### src/hdl/pfa_pkg.sv
package pfa_pkg;

  // default sizing of the partition table
  localparam int NUM_BLOCKS_DEF = 64;
  localparam int SIZE_BITS_DEF  = 16;

  // fixed port widths
  localparam int OPCODE_W    = 2;
  localparam int BLOCK_IDX_W = 6;
  localparam int SIZE_PORT_W = 16;
  localparam int MODE_W      = 2;
  localparam int COUNT_W     = 7;
  localparam int CFG_DATA_W  = 7;
  localparam int TOTAL_W     = 22;

  // saturation point of both totals
  localparam logic [TOTAL_W-1:0] TOTAL_MAX = '1;

  // operation codes
  typedef enum logic [OPCODE_W-1:0] {
    OP_LOAD    = 2'd0,
    OP_ALLOC   = 2'd1,
    OP_REPORT  = 2'd2,
    OP_RESTART = 2'd3
  } op_t;

  // placement policies
  typedef enum logic [MODE_W-1:0] {
    FIT_FIRST = 2'd0,
    FIT_NEXT  = 2'd1,
    FIT_BEST  = 2'd2,
    FIT_WORST = 2'd3
  } fit_mode_t;

  // configuration register indexes
  typedef enum logic {
    REG_FIT_MODE    = 1'b0,
    REG_BLOCK_COUNT = 1'b1
  } cfg_reg_t;

  // commands common to every cell of the ring
  typedef struct packed {
    logic shift;
    logic restart;
  } cell_ctl_t;

  // commands to the scan unit
  typedef struct packed {
    logic clear;
    logic step;
  } scan_ctl_t;

  // status from the scan unit
  typedef struct packed {
    logic last;
    logic found;
  } scan_stat_t;

endpackage

### src/hdl/pfa_scan.sv
module pfa_scan import pfa_pkg::*; #(
  parameter int NUM_BLOCKS = NUM_BLOCKS_DEF,
  parameter int SIZE_BITS  = SIZE_BITS_DEF,
  localparam int IDX_W  = (NUM_BLOCKS > 1) ? $clog2(NUM_BLOCKS) : 1,
  localparam int CNT_W  = $clog2(NUM_BLOCKS + 1),
  localparam int BC_W   = (CNT_W > COUNT_W) ? CNT_W : COUNT_W,
  localparam int SUM_A  = SIZE_BITS + IDX_W + 1,
  localparam int SUM_W  = (SUM_A > TOTAL_W + 1) ? SUM_A : TOTAL_W + 1
) (
  input  logic                 clk,
  input  logic                 rst,
  input  scan_ctl_t            ctl,
  input  fit_mode_t            mode,
  input  logic [SIZE_BITS-1:0] req,
  input  logic [BC_W-1:0]      count,
  input  logic [IDX_W-1:0]     start,
  input  logic [SIZE_BITS-1:0] head_rem,
  input  logic                 head_given,
  output scan_stat_t           stat,
  output logic [IDX_W-1:0]     sel_idx,
  output logic [SIZE_BITS-1:0] sel_rem,
  output logic [SUM_W-1:0]     sum
);

  logic [IDX_W-1:0]     k;
  logic                 hi_v;
  logic [IDX_W-1:0]     hi_idx;
  logic [SIZE_BITS-1:0] hi_rem;
  logic                 lo_v;
  logic [IDX_W-1:0]     lo_idx;
  logic [SIZE_BITS-1:0] lo_rem;
  logic                 active;
  logic                 fit;
  logic                 take_hi;
  logic                 take_lo;

  // judge the partition now sitting in the head cell
  always_comb begin
    active  = BC_W'(k) < count;
    fit     = active && !head_given && (req <= head_rem);
    take_lo = (mode == FIT_NEXT) && fit && !lo_v;
    case (mode)
      FIT_FIRST: take_hi = fit && !hi_v;
      FIT_NEXT:  take_hi = fit && !hi_v && (k >= start);
      FIT_BEST:  take_hi = fit && (!hi_v || (head_rem < hi_rem));
      FIT_WORST: take_hi = fit && (!hi_v || (head_rem >= hi_rem));
      default:   take_hi = 1'b0;
    endcase
  end

  // candidate control state
  always_ff @(posedge clk) begin
    if (rst) begin
      k    <= '0;
      hi_v <= 1'b0;
      lo_v <= 1'b0;
    end else if (ctl.clear) begin
      k    <= '0;
      hi_v <= 1'b0;
      lo_v <= 1'b0;
    end else if (ctl.step) begin
      k <= k + 1'b1;
      if (take_hi) hi_v <= 1'b1;
      if (take_lo) lo_v <= 1'b1;
    end
  end

  // candidate payload and running sum of remaining sizes
  always_ff @(posedge clk) begin
    if (ctl.clear) begin
      sum <= '0;
    end else if (ctl.step) begin
      sum <= sum + (active ? SUM_W'(head_rem) : '0);
      if (take_hi) begin
        hi_idx <= k;
        hi_rem <= head_rem;
      end
      if (take_lo) begin
        lo_idx <= k;
        lo_rem <= head_rem;
      end
    end
  end

  // next fit falls back to the wrapped candidate
  assign stat.last  = (k == IDX_W'(NUM_BLOCKS - 1));
  assign stat.found = hi_v || lo_v;
  assign sel_idx    = hi_v ? hi_idx : lo_idx;
  assign sel_rem    = hi_v ? hi_rem : lo_rem;

endmodule
### config.mk
export PLATFORM = sky130hd
export DESIGN_NAME = pfa_scan
export DESIGN_NICKNAME = d
export VERILOG_FILES = /design/src/hdl/pfa_pkg.sv /design/src/hdl/pfa_scan.sv
export SDC_FILE = /design/constraint.sdc
export NUM_CORES = 1
export LEC_CHECK = 0
export BUFFER_PORTS_ARGS = -buffer_cell sky130_fd_sc_hd__buf_2
export CELL_PAD_IN_SITES_DETAIL_PLACEMENT = 0
export CELL_PAD_IN_SITES_GLOBAL_PLACEMENT = 1
export CORE_ASPECT_RATIO = 1.5
export CORE_MARGIN = 2
export CORE_UTILIZATION = 35
export DETAILED_ROUTE_END_ITERATION = 7
export PLACE_DENSITY_LB_ADDON = 0.1
export REMOVE_ABC_BUFFERS = 1
export SYNTH_ARGS = -nofsm -noshare
export SYNTH_HDL_FRONTEND = slang
export SYNTH_SLANG_ARGS = --single-unit
### constraint.sdc
create_clock -name clk -period 8.3 [get_ports clk]
set_clock_uncertainty 0.1 [all_clocks]
set_input_delay 0.83 -clock clk [delete_from_list [all_inputs] [get_ports clk]]
set_output_delay 0.83 -clock clk [all_outputs]
set_load 0.01 [all_outputs]
==> impl_metrics.env, run 1 <==
export IMPL_finalHoldViolCount=0
export IMPL_use_met2_pct=33.9
export IMPL_finalCritPeriodShare_pct=52.3
export IMPL_irDropWorstVdd_uv=98.8
export IMPL_synthFlopType="edfxtp_1"
export IMPL_grt_first_pass_wirelength_um=20600
export IMPL_vias_per_cell=5.22
export IMPL_syn2layout_area_growth_pct=20.6
export IMPL_track_usage_pct=17.8
export IMPL_postCtsSetupRepairBufs=0
export IMPL_max_freq_mhz=230
export IMPL_power_total_mw=1.05
export IMPL_synth_edff_count=44
export IMPL_syn_area_um2=4930
export IMPL_yosysSeqAreaShare_pct=39.4
export IMPL_finalSetupViolCount=0
export IMPL_clock_sinks=75
export IMPL_r2r_end="sum[19]"
export IMPL_antenna_found_initial=0
export IMPL_port_buffers=98
export IMPL_synth_seq_cells=75
export IMPL_core_area_um2=13900
export IMPL_syn_inst=487
export IMPL_path_clk_slew_ns=0.06
export IMPL_drt_pass1_iterations=4
export IMPL_drtIter0Drc=91
export IMPL_drc=0
export IMPL_clock_root_buffer="clkbuf_16"
export IMPL_rr_worst_depth=13
export IMPL_cp_max_fo=19
export IMPL_syn_area_per_cell_um2=10.1
export IMPL_worstHoldPathCells=2
export IMPL_vias=3952
export IMPL_drive_above_1_share_pct=25.3
export IMPL_wl_um=12900
export IMPL_die_w_um=101
export IMPL_critPathKind="in -> reg"
export IMPL_grt_overflow=0
export IMPL_drv_cap=0
export IMPL_power_density_nw_per_um2=178
export IMPL_numCtsBuffers=9
export IMPL_die_area_um2=15100
export IMPL_cts_tree="done"
export IMPL_tns_ns=0
export IMPL_postLayoutCoreUtil_pct=42.9
export IMPL_stdcell_count=757
export IMPL_finalWorstSetupSlack_ns=3.96
export IMPL_ys_async_sr_fraction_pct=0
export IMPL_use_met3_pct=3.33
export IMPL_dp_cells=741
export IMPL_cp_arrival_ns=4.47
export IMPL_grt_use_met1_pct=19.6
export IMPL_num_io_pins=99
export IMPL_final_cell_mix="buf_2, ha_1, inv_1"
export IMPL_slew_viol_final=0
export IMPL_grt_pass1_vias=4074
export IMPL_dpl_cell_area_um2=5620
export IMPL_num_antenna_cells=0
export IMPL_synth_cell_types=55
export IMPL_cellLeakagePower_nw=2.75
export IMPL_globalplace_congestion=0.773
export IMPL_initial_core_util_pct=35.5
export IMPL_worstHoldStart="sum[8]"
export IMPL_max_slew_worst_pin_slew_ns=0.749
export IMPL_nets=700
export IMPL_insertion_delay_ns=0.34
export IMPL_cp_data_required_time_ns=8.43
export IMPL_routedWlPerCell_um=17.1
export IMPL_hold_path_class="reg -> reg"
export IMPL_dp_hpwl_um=9800
export IMPL_design_area_um2=5940
export IMPL_end_kind="flop"
export IMPL_ys_warn_count=0
export IMPL_grt_max_degree=37
export IMPL_rrSetupSlack_ns=4.05
export IMPL_cts_buffer_depth=2
export IMPL_whs_ns=0.392
export IMPL_htreeDepth=3
export IMPL_maxSlewHeadroom_pct=50.1
export IMPL_antenna_left=0
export IMPL_crit_path_start_kind="primary input"
export IMPL_post_cts_resized=0
export IMPL_cts_hold_fix_buffers=0
export IMPL_grt_busiest_layer="met2"
export IMPL_rsz0062_at_grt="no"
export IMPL_whs_endpoint="sum[8]"
export IMPL_status="finished, final reports clean"
export IMPL_rows=53
export IMPL_die_height_um=149
export IMPL_final_common_cell="buf_2"
export IMPL_worstReg2RegStart="k[4]"
export IMPL_place_ws_ns=3.62
export IMPL_period_needed_ns=4.34
-- routing by layer --
layer  up-vias  part of all wire (%)
met5         -                     0
met4         0                   1.6
met3        14                   3.7
met2        83                    53
met1      1874                    42
li1       1981                     -
-- logic make-up (layout without fill, tap and decap cells) --
| family | after synthesis | count (layout) | share of synthesized area, % |
|---|---|---|---|
| AO/OA/AOI/OAI | 109 | 109 | 15.2 |
| buffers and inverters | 63 | 168 | 4.80 |
| XOR/XNOR | 10 | 10 | 1.78 |
| adder cells (fa/ha/maj) | 61 | 61 | 15.6 |
| AND/OR/NAND/NOR | 133 | 133 | 15.1 |
| multiplexers | 36 | 36 | 8.05 |
| flip-flops | 75 | 75 | 39.4 |
-- state kept, by name, summed over array words and instances (netlist names) --
name	cells
lo_rem	16
hi_idx	6
hi_v	1
sum	23
lo_idx	6
k	6
lo_v	1
hi_rem	16
-- worst max-delay path: stages --
cell and delay, ns:
buf_2 0.07, inv_1 0.03, ha_1 0.29, a21o_1 0.16, a21oi_1 0.14, o22a_1 0.62
nand2_1 0.20, inv_1 0.10, ha_1 0.24, a211o_1 0.31, a21oi_1 0.27, a21oi_1 0.18
a32oi_1 0.51, o21ai_0 0.21, mux2_2 0.30
-- Yosys cell counts (all sizes together), types with 5 or more instances --
cell type	instances	share of area, %
a21o	15	2.3
o21a	7	1.1
clkbuf	12	0.91
and4	5	0.89
and2	20	2.5
nand4	6	0.76
nand2	12	0.91
a211oi	9	1.4
ha	60	15
nand2b	11	1.4
mux2	29	6.6
dfxtp	31	13
o21ai	17	1.7
inv	49	3.7
mux2i	7	1.4
a21oi	27	2.7
nor2	28	2.1
xor2	7	1.2
nand3	15	1.5
edfxtp	44	27
nor2b	13	1.8
-- where the power goes --
group,leakage [nW],internal [mW],switching (mW)
Combinational,1.94,0.0912,0.117
Sequential,0.658,0.409,0.0129
Clock,0.153,0.264,0.160
Total,2.75,0.764,0.290
-- layout make-up --
type	count	area [um2]
Clock buffer	10	229
Fill cell	1370	7920
Clock inverter	6	90.1
Timing Repair Buffer	103	528
Tap cell	165	206
Multi-Input combinational cell	349	2760
Sequential cell	75	1940
Inverter	49	184
-- worst max-delay path by stage --
stage           startpoint   endpoint  cells after the start
2_1_floorplan  head_rem[9]  hi_idx[0]                      8
3_3_place_gp      count[1]    sum[21]                     15
3_5_place_dp      count[1]    sum[19]                     15
4_1_cts           count[1]    sum[19]                     15
5_1_grt           count[4]    sum[19]                     15
6_report          count[4]    sum[19]                     15
No activity file was read; power rests on OpenSTA's default activity.
==> inputs of run 2 (changes only) <==
==> constraint.sdc (replaced) <==
create_clock -name clk -period 4.1 [get_ports clk]
set_clock_uncertainty 0.1 [all_clocks]
set_input_delay 0.41 -clock clk [delete_from_list [all_inputs] [get_ports clk]]
set_output_delay 0.41 -clock clk [all_outputs]
set_load 0.01 [all_outputs]
==> run 2 against run 1 <==
  * Via count rose by 0.63%
  * Critical path depth fell by 1
  * Non-clock buffer count up 8
  * Flip-flop and latch count is the same
  * Setup slack lost 3.6 ns
  * Global-route usage fell by 0.39 points
  * Final cell count is 1.1% higher
  * Clock power increased by 120%
  * Largest cell class unchanged
==> impl_metrics.env, run 2 (synthesized netlist as in run 1, its figures left out) <==
export IMPL_status="finished, final reports clean"
export IMPL_cp_max_fo=8
export IMPL_die_height_um=149
export IMPL_power_density_nw_per_um2=364
export IMPL_cp_arrival_ns=3.84
export IMPL_cts_hold_fix_buffers=0
export IMPL_irDropWorstVdd_uv=197
export IMPL_syn2layout_area_growth_pct=22.3
export IMPL_antenna_left=0
export IMPL_num_antenna_cells=0
export IMPL_slew_viol_final=0
export IMPL_post_cts_resized=0
export IMPL_hold_path_class="in -> reg"
export IMPL_max_slew_worst_pin_slew_ns=0.729
export IMPL_crit_path_start_kind="flop"
export IMPL_numCtsBuffers=9
export IMPL_num_io_pins=99
export IMPL_vias=3977
export IMPL_grt_pass1_vias=3986
export IMPL_globalplace_congestion=0.822
export IMPL_largest_register_ffs=23
export IMPL_path_clk_slew_ns=0.06
export IMPL_rsz0062_at_grt="no"
export IMPL_final_common_cell="buf_2"
export IMPL_clock_root_buffer="clkbuf_16"
export IMPL_grt_overflow=0
export IMPL_cts_tree="done"
export IMPL_period_needed_ns=3.73
export IMPL_finalSetupViolCount=0
export IMPL_dp_hpwl_um=9890
export IMPL_htreeDepth=3
export IMPL_drc=0
export IMPL_wl_um=12700
export IMPL_max_freq_mhz=268
export IMPL_drtIter0Drc=120
export IMPL_initial_core_util_pct=35.5
export IMPL_vias_per_cell=5.20
export IMPL_stdcell_count=765
export IMPL_grt_first_pass_wirelength_um=20100
export IMPL_finalHoldViolCount=0
export IMPL_track_usage_pct=17.4
export IMPL_cp_data_required_time_ns=4.21
export IMPL_die_area_um2=15100
export IMPL_cellLeakagePower_nw=2.80
export IMPL_insertion_delay_ns=0.34
export IMPL_end_kind="flop"
export IMPL_drt_pass1_iterations=4
export IMPL_rows=53
export IMPL_dp_cells=749
export IMPL_top_regs="sum: 23 flops, hi_rem: 16 flops, lo_rem: 16 flops"
export IMPL_drive_above_1_share_pct=26.3
export IMPL_cts_buffer_depth=2
export IMPL_clock_sinks=75
export IMPL_routedWlPerCell_um=16.6
export IMPL_drv_cap=0
export IMPL_port_buffers=98
export IMPL_postCtsSetupRepairBufs=0
export IMPL_die_w_um=101
export IMPL_maxSlewHeadroom_pct=51.4
export IMPL_rrSetupSlack_ns=0.37
export IMPL_finalCritPeriodShare_pct=90.9
export IMPL_nets=708
export IMPL_final_cell_mix="buf_2, ha_1, inv_1"
export IMPL_postLayoutCoreUtil_pct=43.5
export IMPL_top_register="sum"
export IMPL_grt_max_degree=37
export IMPL_core_area_um2=13900
export IMPL_critPathKind="reg -> reg"
export IMPL_antenna_found_initial=0
==> run 2: worst max-delay path, cell delays in order, from the launching register on <==
cell	delay, ns
dfxtp_1	0.45
ha_1	0.28
a21o_1	0.15
a21oi_1	0.16
o22a_1	0.34
and2_1	0.19
ha_1	0.19
inv_1	0.07
fa_1	0.44
nor2b_4	0.13
o31a_1	0.21
o31a_1	0.23
o311ai_4	0.15
a21oi_1	0.20
mux2_1	0.33
==> run 2: area by class of cell <==
cell class                      instances  area, um2
Clock buffer                           10        229
Clock inverter                          6        115
Fill cell                            1395       7840
Inverter                               49        184
Multi-Input combinational cell        349       2760
Sequential cell                        75       1940
Tap cell                              165        206
Timing Repair Buffer                  111        588
==> run 2: path summary, 6_finish.rpt <==
check                                 start   endpoint  depth (start not counted)
worst max register to register         k[1]    sum[20]                         14
worst min-delay path            head_rem[0]  lo_rem[0]                          1
worst min register to register       sum[6]     sum[6]                          2
worst max-delay path                   k[1]    sum[20]                         14
==> run 2: through the flow <==
stage / hold slack (ns) / setup slack, ns / TNS [ns] / area [um2] / power, mW
5_1_grt: 0.214 / 0.0312 / 0 / 6020 / 2.31
3_3_place_gp: 0.379 / 0.329 / 0 / 5680 / 1.29
2_1_floorplan: 0.356 / -1.78 / -49.76 / 4870 / 1.14
6_report: 0.224 / 0.372 / 0 / 6020 / 2.19
3_5_place_dp: 0.397 / 0.250 / 0 / 5680 / 1.30
4_1_cts: 0.213 / 0.310 / 0 / 6020 / 2.22
==> run 2: power by group <==
part | internal, mW | switching [mW] | leakage (nW)
clock | 0.597 | 0.317 | 0.163
sequential | 0.827 | 0.0261 | 0.658
combinational | 0.186 | 0.236 | 1.98
==> run 2: routing by layer <==
layer  global-route usage, %  routed length [um]  share of wire (%)  vias to the layer above
li1                        -                   -                  -                     1999
met1                    21.0                5540                 44                     1886
met2                    31.2                6550                 52                       76
met3                    3.00                 367                2.9                       16
met4                    5.27                 233                1.8                        0
met5                       0                   0                  0                        -
