**config.mk**
```make
export PLATFORM = sky130hd
export DESIGN_NAME = pfa_cell
export DESIGN_NICKNAME = d
export VERILOG_FILES = /design/src/hdl/pfa_pkg.sv /design/src/hdl/pfa_cell.sv
export SDC_FILE = /design/constraint.sdc
export NUM_CORES = 1
export LEC_CHECK = 0
export ABC_CLOCK_PERIOD_IN_PS = 2500
export BUFFER_PORTS_ARGS = -buffer_cell sky130_fd_sc_hd__buf_2
export CAP_MARGIN = 20
export CORE_UTILIZATION = 48
export CTS_CLUSTER_DIAMETER = 40
export DETAILED_ROUTE_END_ITERATION = 16
export GPL_ROUTABILITY_DRIVEN = 0
export PLACE_DENSITY_LB_ADDON = 0.05
export REMOVE_ABC_BUFFERS = 1
export SLEW_MARGIN = 20
export SYNTH_ARGS = -nofsm -noshare
export SYNTH_HDL_FRONTEND = slang
export SYNTH_SLANG_ARGS = --single-unit
```
**constraint.sdc**
```tcl
create_clock -name clk -period 2.5 [get_ports clk]
set_input_delay 0.125 -clock clk [delete_from_list [all_inputs] [get_ports clk]]
set_output_delay 0.125 -clock clk [all_outputs]
set_load 0.02 [all_outputs]
```
**src/hdl/pfa_pkg.sv**
```systemverilog
package pfa_pkg;

  // default sizing of the partition table
  localparam int NUM_BLOCKS_DEF = 64;
  localparam int SIZE_BITS_DEF  = 16;

  // fixed port widths
  localparam int OPCODE_W    = 2;
  localparam int BLOCK_IDX_W = 6;
  localparam int SIZE_PORT_W = 16;
  localparam int MODE_W      = 2;
  localparam int COUNT_W     = 7;
  localparam int CFG_DATA_W  = 7;
  localparam int TOTAL_W     = 22;

  // saturation point of both totals
  localparam logic [TOTAL_W-1:0] TOTAL_MAX = '1;

  // operation codes
  typedef enum logic [OPCODE_W-1:0] {
    OP_LOAD    = 2'd0,
    OP_ALLOC   = 2'd1,
    OP_REPORT  = 2'd2,
    OP_RESTART = 2'd3
  } op_t;

  // placement policies
  typedef enum logic [MODE_W-1:0] {
    FIT_FIRST = 2'd0,
    FIT_NEXT  = 2'd1,
    FIT_BEST  = 2'd2,
    FIT_WORST = 2'd3
  } fit_mode_t;

  // configuration register indexes
  typedef enum logic {
    REG_FIT_MODE    = 1'b0,
    REG_BLOCK_COUNT = 1'b1
  } cfg_reg_t;

  // commands common to every cell of the ring
  typedef struct packed {
    logic shift;
    logic restart;
  } cell_ctl_t;

  // commands to the scan unit
  typedef struct packed {
    logic clear;
    logic step;
  } scan_ctl_t;

  // status from the scan unit
  typedef struct packed {
    logic last;
    logic found;
  } scan_stat_t;

endpackage

```
**src/hdl/pfa_cell.sv**
```systemverilog
module pfa_cell import pfa_pkg::*; #(
  parameter int SIZE_BITS = SIZE_BITS_DEF
) (
  input  logic                 clk,
  input  cell_ctl_t            ctl,
  input  logic                 load_en,
  input  logic [SIZE_BITS-1:0] load_size,
  input  logic                 clear_en,
  input  logic [SIZE_BITS-1:0] nb_orig,
  input  logic [SIZE_BITS-1:0] nb_rem,
  input  logic                 nb_given,
  output logic [SIZE_BITS-1:0] orig,
  output logic [SIZE_BITS-1:0] rem,
  output logic                 given
);

  // one partition: rotate from the neighbor, load, restore or give out
  always_ff @(posedge clk) begin
    if (ctl.shift) begin
      orig  <= nb_orig;
      rem   <= nb_rem;
      given <= nb_given;
    end else if (load_en) begin
      orig  <= load_size;
      rem   <= load_size;
      given <= 1'b0;
    end else if (ctl.restart) begin
      rem   <= orig;
      given <= 1'b0;
    end else if (clear_en) begin
      rem   <= '0;
      given <= 1'b1;
    end
  end

endmodule

```
==> metrics.md, run 1 <==
| Metric | Value |
|---|---|
| Synthesized cell area | 0.00163 mm2 |
| Leading cell type in the layout, fill and taps excluded | buf_2 |
| Wire per inst | 13.7 um |
| Final hold violation count | 0 |
| RSZ-0062 raised after global routing | false |
| Netlist cell types | 12 |
| Final Max Slew Viols | 0 |
| Buf+Inv Stages, Crit Path | 1 |
| Worst path max stage delay | 0.62 ns |
| HP Start | nb_given |
| H-tree depth | 2 |
| Hold Path Class | in -> reg |
| Top layer in use | met4 |
| Root Driver | clkbuf_4 |
| Initial antenna violation count | 0 |
| Clock skew | 0.00932 ns |
| Syn avg cell area | 12.7 um2 |
| Seq/Total Area, Yosys | 0.609 |
| Post-layout minimum cycle time | 1.35 ns |
| DIE AREA | 0.00363 mm2 |
| Period Utilization, post-route | 0.538 |
| WL met2 | 1.85 mm |
| Vias in the first global route | 1,220 |
| Critical path's top delay family | simple AND/OR/NAND/NOR gates |
| Total Routing Usage GR | 0.209 |
| # IOs | 87 |
| Final setup fails | 0 |
| VDD IR max | 0.341 mV |
| Multi-input logic area | 584 um2 |
| Layout cells sized above 1 | 0.512 |
| WP data required | 2.47 ns |
| Worst slew pin tran | 0.700 ns |
| Vias | 1,289 |
| Hold buffers post-CTS | 0 |
| Pwr/cell area | 585 mW/mm2 |
| Metal3 WL | 166 um |
| P_leak | 0.892 nW |
| Initial Util | 0.520 |
| YS warnings | 0 |
| Routed Antenna Nets | 0 |
| Reg2reg start | orig[3]$_DFFE_PP_ |
| Synth Register Bits | 33 |
| Total power | 1.24 mW |
| CORE AREA | 0.00313 mm2 |
| Cell count after synthesis | 128 |
| Reg clk slew, reported paths | 0.10 ns |
| WP data arrival | 1.31 ns |
| Wl on met1 | 1.45 mm |
| Post-CTS sizing | 0 |
| Post-CTS Setup Bufs | 0 |
| # fillers | 268 |
| Reg area | 991 um2 |
| Number of port buffers | 86 |
| CP Launch Type | input pin |
| Max_cap viols | 0 |
| Drt pass-1 iters | 5 |
| Most frequent cells in the layout | 86 x buf_2, 33 x edfxtp_1, 32 x a21oi_1 |
| Critical Path Source | load_en |
| TritonCTS clock tree | built |
| CP Cell Sequence | buf_2, or2_1, or3_1 |
| Crit Path Class | in -> reg |
| Clock buffer count from CTS | 5 |
| Largest net degree at the start of global routing | 51 |
| Drt total wl | 3.51 mm |
| Slowest-stage cell, CP | or3_1 |
| Row count | 20 |
| First-iteration detailed-routing DRC count | 37 |
| DP Wirelength | 2.51 mm |
| F_max | 0.743 GHz |
| Worst-Skew Late Latency | 0.32 ns |
| NumNets Final | 266 |
| Die Ht | 60.2 um |
| CP max FO | 34 |
| First-pass GRT wire length | 5.40 mm |
| Via-to-Cell Ratio | 5.02 |
| Max Root-Sink Buffers | 2 |
| Area Overhead vs Synth | 30.6% |
| Setup tns final | 0 ns |
| Status | finished, final reports clean |
| Ant diodes | 0 |
| Clock Sink Count | 33 |
| Die W | 60.2 um |
| Critical Path Sink Type | flip-flop |
| Gr ovfl total | 0 |
| Residual DRC count | 0 |
| Normalized max-slew margin | 0.534 |
[synthesized netlist by cell type, drive strengths merged]
master / count / share of area
nand2: 1 / 0.0023
mux2: 16 / 0.11
or2: 1 / 0.0038
edfxtp: 33 / 0.61
nand3b: 16 / 0.074
o31ai: 1 / 0.0046
clkbuf: 4 / 0.010
a21oi: 32 / 0.098
or3: 1 / 0.0038
nor2b: 16 / 0.062
buf: 7 / 0.022
[per-stage QoR]
stage / hold slack [ns] / utilization / worst slack (ns) / area (um2) / cells
floorplan: 0.310 / - / 1.01 / 1580 / 117
global placement: 0.412 / 0.664 / 0.838 / 2080 / 249
detailed placement: 0.425 / 0.664 / 0.814 / 2080 / 249
CTS: 0.0832 / 0.679 / 1.16 / 2120 / 257
global route: 0.0869 / 0.679 / 1.04 / 2120 / 257
finish: 0.0854 / 0.679 / 1.15 / 2120 / 257
[power breakdown]
part / switching, mW / internal [mW] / leakage, nW
Combinational: 0.158 / 0.113 / 0.524
Clock: 0.161 / 0.112 / 0.0265
Sequential: 0.0229 / 0.676 / 0.342
[worst paths after layout]
kind	end	slack, ns	cells past startpoint
setup / recovery	rem[11]$_DFFE_PP_	1.15	3
hold / removal	given$_DFFE_PP_	0.09	3
setup reg to reg	rem[3]$_DFFE_PP_	1.67	2
hold reg to reg	rem[7]$_DFFE_PP_	0.65	2
[flip-flops by register name (all words and copies together) (netlist names)]
signal and cells:
given 1, orig 16, rem 16
[worst register-to-register path, cell delays in order (launching register included)]
cell      delay [ns]
edfxtp_1        0.42
nand3b_1        0.12
a21oi_1         0.07
[layout make-up]
cell class              instances  share of cell area
clock buffers                   8              0.0230
repair buffers                 88               0.210
well taps                      44              0.0259
flip-flops and latches         33               0.466
multi-input cells              84               0.275
[logic make-up (layout without fill, tap and decap cells)]
kind of cell | Yosys count | in the layout | synth area share
AO/OA/AOI/OAI | 33 | 33 | 0.103
AND/OR/NAND/NOR | 35 | 35 | 0.145
multiplexers | 16 | 16 | 0.111
flip-flops | 33 | 33 | 0.609
buffers and inverters | 11 | 96 | 0.0315
[per-layer routing]
layer  up-vias  track usage
met5         -            0
met4         0       0.0864
met3         7       0.0476
met2        54        0.364
met1       585        0.244
li1        643            -
(Power assumes the default switching activity.)
==> inputs of run 2 (changes only) <==
ABC_AREA = 1   (was default)
ABC_CLOCK_PERIOD_IN_PS = 1100   (was 2500)
CORE_UTILIZATION = 41   (was 48)
clock period = 1.1 ns   (was 2.5 ns; I/O delays follow)
==> run 2 against run 1 <==
  * Hold slack worse by 0.047 ns
  * Clock-buffer cell count stayed put
  * Largest cell class unchanged
  * First-iteration DRC count grew to 3.1 times the previous value
  * Cell area is 8.2% higher
  * Critical endpoint is now orig[11]
  * Setup slack worse by 0.97 ns
==> metrics.md, run 2 <==
| Metric | Value |
|---|---|
| Status | finished, final reports clean |
| Clock buffer count from CTS | 5 |
| Normalized max-slew margin | 0.833 |
| Post-layout minimum cycle time | 0.921 ns |
| Critical Path Sink Type | output pin |
| Number of port buffers | 86 |
| Final Max Slew Viols | 0 |
| Root Driver | clkbuf_8 |
| CP Cell Sequence | buf_2 |
| Synth Register Bits | 33 |
| RSZ-0062 raised after global routing | false |
| Simple-Gate Fraction of Synth Area | 0.356 |
| Most frequent cells in the layout | 94 x nand2_1, 86 x buf_2, 57 x nor2_1 |
| Crit Path Class | reg -> out |
| R2r setup slk | 0.19 ns |
| Hold path endpoint | orig[15]$_DFFE_PP_ |
| # IOs | 87 |
| Most numerous cell in the Yosys netlist | nand2_1 |
| Pwr/cell area | 1370 mW/mm2 |
| Die W | 66.6 um |
| Layout cells sized above 1 | 0.338 |
| Hold buffers post-CTS | 0 |
| Most frequent cells after synthesis | 94 x nand2_1, 57 x nor2_1, 33 x edfxtp_1, 7 x nand3_1 |
| H-tree depth | 2 |
| TritonCTS clock tree | built |
| Via-to-Cell Ratio | 4.45 |
| Post-CTS Setup Bufs | 0 |
| DP Worst Slack | 0.165 ns |
| Vias in the first global route | 1,453 |
| First-iteration detailed-routing DRC count | 115 |
| Post-synthesis async set-or-reset flop share | 0 |
| NumNets Final | 355 |
| Reg clk slew, reported paths | 0.07 ns |
| Worst slew pin tran | 0.251 ns |
| Routed Antenna Nets | 0 |
| DIE AREA | 0.00443 mm2 |
| HP Start | nb_orig[15] |
| Final hold violation count | 0 |
| R2R Path End | rem[12]$_DFFE_PP_ |
| CP max FO | 2 |
| Initial antenna violation count | 0 |
| Worst Hold Depth | 3 |
| F_max | 1.09 GHz |
| Seq/Total Area, Yosys | 0.580 |
| Critical path's top delay family | flip-flops |
| Leading cell type in the layout, fill and taps excluded | nand2_1 |
| Clock Sink Count | 33 |
| P_leak | 1.18 nW |
| Largest net degree at the start of global routing | 26 |
| Clock skew | 0.00413 ns |
| Synthesized cell area | 0.00171 mm2 |
| Netlist cell types | 11 |
| Total power | 3.14 mW |
| EDFF count, synth | 33 |
| Synth Area in Adders | 0 |
| Post-CTS sizing | 0 |
| Max Root-Sink Buffers | 2 |
| Buf+Inv Stages, Crit Path | 1 |
| Ant diodes | 0 |
| CORE AREA | 0.00400 mm2 |
| Drt total wl | 3.96 mm |
| Syn avg cell area | 8.18 um2 |
| Total Routing Usage GR | 0.199 |
| Residual DRC count | 0 |
| Reg2reg path depth | 4 |
| Main combinational cell family by area after synthesis | simple AND/OR/NAND/NOR gates |
| VDD IR max | 0.766 mV |
| Vias | 1,566 |
| Slowest-stage cell, CP | edfxtp_1 |
| Synth Flop Type | edfxtp_1 |
| Cell count after synthesis | 209 |
| Period Utilization, post-route | 0.837 |
| YS warnings | 0 |
| Yosys top cell by area | edfxtp_1 |
| Final setup margin | 0.179 ns |
| Area Overhead vs Synth | 34.5% |
| Hold Path Class | in -> reg |
| XOR/XNOR share of the synthesized area | 0 |
| Worst path max stage delay | 0.41 ns |
| Area fraction of the dominant cell type after synthesis | 0.580 |
| First-pass GRT wire length | 6.42 mm |
| Max_cap viols | 0 |
| Initial Util | 0.427 |
| Post-synthesis compound-gate area fraction | 0.00293 |
| WP data required | 1.04 ns |
| Gr ovfl total | 0 |
| Row count | 23 |
| Post-synthesis mux area share | 0 |
| Wire per inst | 11.2 um |
| CP Launch Type | flip-flop |
| Final setup fails | 0 |
| Leading registers by flop count | orig: 16 flops, rem: 16 flops, given: 1 flops |
| Worst-Skew Late Latency | 0.28 ns |
| DP Wirelength | 2.84 mm |
| Drt pass-1 iters | 4 |
| Reg2reg start | orig[12]$_DFFE_PP_ |
| WP data arrival | 0.87 ns |
| Die Ht | 66.6 um |
| Top cells by area, synth | edfxtp_1 58%, nand2_1 21%, nor2_1 13%, nand3_1 2.0%, buf_6 2.0% |
run 2: cell types whose count changed in the layout (fill, tap and decap cells not counted), moves of 6 or more:
cell | before | now
a21oi_1 | 32 | 0
buf_4 | 2 | 8
mux2_2 | 16 | 0
nand2_1 | 1 | 94
nand3_1 | 0 | 7
nand3b_1 | 16 | 0
nor2_1 | 0 | 57
nor2b_1 | 16 | 0
run 2: through the flow:
step / cells / setup TNS, ns / instance area (um2) / hold slack, ns / util
global route: 352 / 0 / 2300 / 0.0265 / 0.575
CTS: 352 / 0 / 2300 / 0.0243 / 0.575
global placement: 344 / 0 / 2220 / 0.323 / 0.555
finish: 352 / 0 / 2300 / 0.0383 / 0.575
floorplan: 198 / -1.71 / 1630 / 0.234 / -
detailed placement: 344 / 0 / 2220 / 0.328 / 0.555
run 2: cell families (layout without fill, tap and decap cells):
kind of cell | count (synthesis) | count (layout)
simple gates | 159 | 159
compound gates | 1 | 1
buf+inv | 16 | 109
flops | 33 | 33
run 2: worst max-delay path by stage:
stage | start | end | slack [ns] | cells after the start
floorplan | ctl[1] | given$_DFFE_PP_ | -0.10 | 2
CTS | orig[12]$_DFFE_PP_ | orig[12] | 0.17 | 1
global placement | ctl[1] | rem[13]$_DFFE_PP_ | 0.18 | 5
detailed placement | ctl[1] | rem[8]$_DFFE_PP_ | 0.17 | 6
global route | orig[8]$_DFFE_PP_ | rem[8]$_DFFE_PP_ | 0.11 | 4
finish | orig[11]$_DFFE_PP_ | orig[11] | 0.18 | 1
run 2: worst register-to-register path: cells and delay by family, from the launching register on:
| family | cells | cell delay, ns |
|---|---|---|
| simple gates | 4 | 0.28 |
| flops | 1 | 0.40 |
run 2: cell type report:
class,count,area [um2]
Timing Repair Buffer,96,531
Sequential cell,33,991
Clock buffer,8,80.1
Tap cell,50,62.6
Inverter,5,21.3
Multi-Input combinational cell,160,613
Fill cell,401,1700
run 2: where the power goes:
group	switching [mW]	internal (mW)
combinational	0.420	0.261
clock	0.419	0.449
sequential	0.0495	1.54
total	0.889	2.25
run 2: routing by layer:
| metal | track usage | wire length, um | vias up |
|---|---|---|---|
| met2 | 0.336 | 1830 | 51 |
| met4 | 0.0638 | 46 | 0 |
| met3 | 0.0616 | 224 | 5 |
| met5 | 0 | 0 | - |
| li1 | - | - | 842 |
| met1 | 0.240 | 1850 | 668 |
==> inputs of run 3 (changes only) <==
ABC_CLOCK_PERIOD_IN_PS = 900   (was 1100)
CORE_UTILIZATION = 45   (was 41)
clock period = 0.9 ns   (was 1.1 ns; I/O delays follow)
==> run 3 against run 2 <==
  * The flow now finishes with violations (negative setup slack)
  * Combinational power rose by 33%
  * Clock skew is 0.0013 ns lower
  * First-iteration DRC count shrank 43%
  * Setup slack worse by 0.19 ns
  * Non-clock buffer count rose by 1
  * Flip-flop and latch count did not move
  * Utilization is 8.1 points higher
  * Clock power rose by 22%
  * Largest cell class unchanged
==> metrics.md, run 3 (synthesis results as in run 2) <==
| Metric | Value |
|---|---|
| Status | finished, violations left |
| Failing checks | negative setup slack |
| First-iteration detailed-routing DRC count | 65 |
| P_leak | 1.22 nW |
| Drt total wl | 3.86 mm |
| Reg area | 991 um2 |
| Hold buffers post-CTS | 0 |
| Total Routing Usage GR | 0.207 |
| # fillers | 346 |
| Die W | 63.6 um |
| DP Worst Slack | -0.0183 ns |
| Clock Sink Count | 33 |
| Clock skew | 0.00284 ns |
| VDD IR max | 0.944 mV |
| Period Utilization, post-route | 1.01 |
| Row count | 22 |
| Number of port buffers | 86 |
| Vias in the first global route | 1,511 |
| NumNets Final | 356 |
| Post-CTS Setup Bufs | 0 |
| CORE AREA | 0.00366 mm2 |
| Residual DRC count | 0 |
| CP max FO | 2 |
| Final setup margin | -0.00682 ns |
| Critical Path Sink Type | flip-flop |
| Worst Hold Depth | 3 |
| First-pass GRT wire length | 6.27 mm |
| Via-to-Cell Ratio | 4.65 |
| Max_cap viols | 0 |
| Final hold violation count | 0 |
| Worst slew pin tran | 0.206 ns |
| # IOs | 87 |
| Reg2reg path depth | 4 |
| Normalized max-slew margin | 0.862 |
| Vias | 1,631 |
| Non-filler instance count after layout | 351 |
| TritonCTS clock tree | built |
| Drt pass-1 iters | 4 |
| Worst-Skew Late Latency | 0.28 ns |
| Post-layout minimum cycle time | 0.907 ns |
| WP data required | 0.94 ns |
| Gr ovfl total | 0 |
| Clock buffer count from CTS | 5 |
| Multi-input logic area | 613 um2 |
| Die Ht | 63.6 um |
| Total power | 3.91 mW |
| Hold path endpoint | orig[12]$_DFFE_PP_ |
| Placed cell count | 343 |
| DIE AREA | 0.00405 mm2 |
| WP data arrival | 0.95 ns |
| RSZ-0062 raised after global routing | true |
| Leading registers by flop count | orig: 16 flops, rem: 16 flops, given: 1 flops |
| Final setup fails | 3 |
| Initial antenna violation count | 0 |
| Area Overhead vs Synth | 40.3% |
| Max Root-Sink Buffers | 2 |
| Reg2reg start | orig[1]$_DFFE_PP_ |
| Final Max Slew Viols | 0 |
| Hold Path Class | in -> reg |
| Most frequent cells in the layout | 94 x nand2_1, 77 x buf_2, 57 x nor2_1 |
| Reg clk slew, reported paths | 0.07 ns |
| Initial Util | 0.467 |
| Crit Path Class | reg -> reg |
| Pwr/cell area | 1630 mW/mm2 |
| HP Start | nb_orig[12] |
| F_max | 1.10 GHz |
| Leading cell type in the layout, fill and taps excluded | nand2_1 |
| H-tree depth | 2 |
| CP Launch Type | flip-flop |
| Root Driver | clkbuf_8 |
| Layout cells sized above 1 | 0.343 |
| Routed Antenna Nets | 0 |
| Wire per inst | 11.0 um |
| R2R Path End | rem[1]$_DFFE_PP_ |
| Largest net degree at the start of global routing | 25 |
| DP Wirelength | 2.81 mm |
| Ant diodes | 0 |
| Setup tns final | -0.0129 ns |
| R2r setup slk | -0.007 ns |
run 3: through the flow:
stage          hold slack (ns)  area (um2)  utilization
2_1_floorplan            0.224        1630            -
3_3_place_gp             0.313        2260        0.618
3_5_place_dp             0.315        2260        0.618
4_1_cts                 0.0188        2350        0.643
5_1_grt                 0.0325        2400        0.655
6_report                0.0222        2400        0.655
run 3: how the worst max path moves through the flow:
| stage | start | end | slack, ns | depth (start not counted) |
|---|---|---|---|---|
| CTS | orig[10]$_DFFE_PP_ | orig[10] | -0.008 | 1 |
| global placement | orig[6]$_DFFE_PP_ | rem[6]$_DFFE_PP_ | -0.004 | 4 |
| detailed placement | ctl[1] | rem[10]$_DFFE_PP_ | -0.02 | 6 |
| floorplan | ctl[1] | given$_DFFE_PP_ | -0.29 | 2 |
| global route | orig[6]$_DFFE_PP_ | rem[6]$_DFFE_PP_ | -0.06 | 4 |
| finish | orig[1]$_DFFE_PP_ | rem[1]$_DFFE_PP_ | -0.007 | 4 |
run 3: cell type report:
type,instances,share of cell area
well taps,48,0.0250
clock inverters,3,0.00522
clock buffers,5,0.0287
inverters,5,0.00887
flip-flops and latches,33,0.413
multi-input cells,160,0.256
repair buffers,97,0.263
run 3: per-layer routing:
metal  part of all wire  global-route usage  vias to the layer above
met5                  0                   0                        -
met4              0.021               0.105                        0
met3              0.063              0.0453                       10
met2               0.51               0.371                       67
met1               0.41               0.227                      713
li1                   -                   -                      841
run 3: power by group:
part / leakage, nW / switching [mW] / internal, mW / total, mW
clock: 0.0430 / 0.539 / 0.520 / 1.06
combinational: 0.837 / 0.518 / 0.386 / 0.904
sequential: 0.345 / 0.0659 / 1.88 / 1.95
run 3: worst max-delay path: stages, from the launching register on:
cell and delay (ns):
edfxtp_1 0.41, nand2_1 0.09, nor2_1 0.04, nor2_1 0.09, nor2_1 0.05
run 3: what timing repair did:
item,4_1_cts,5_1_grt
setup endpoints to repair,9,32
gates resized for setup,4,14
pin swaps,1,6
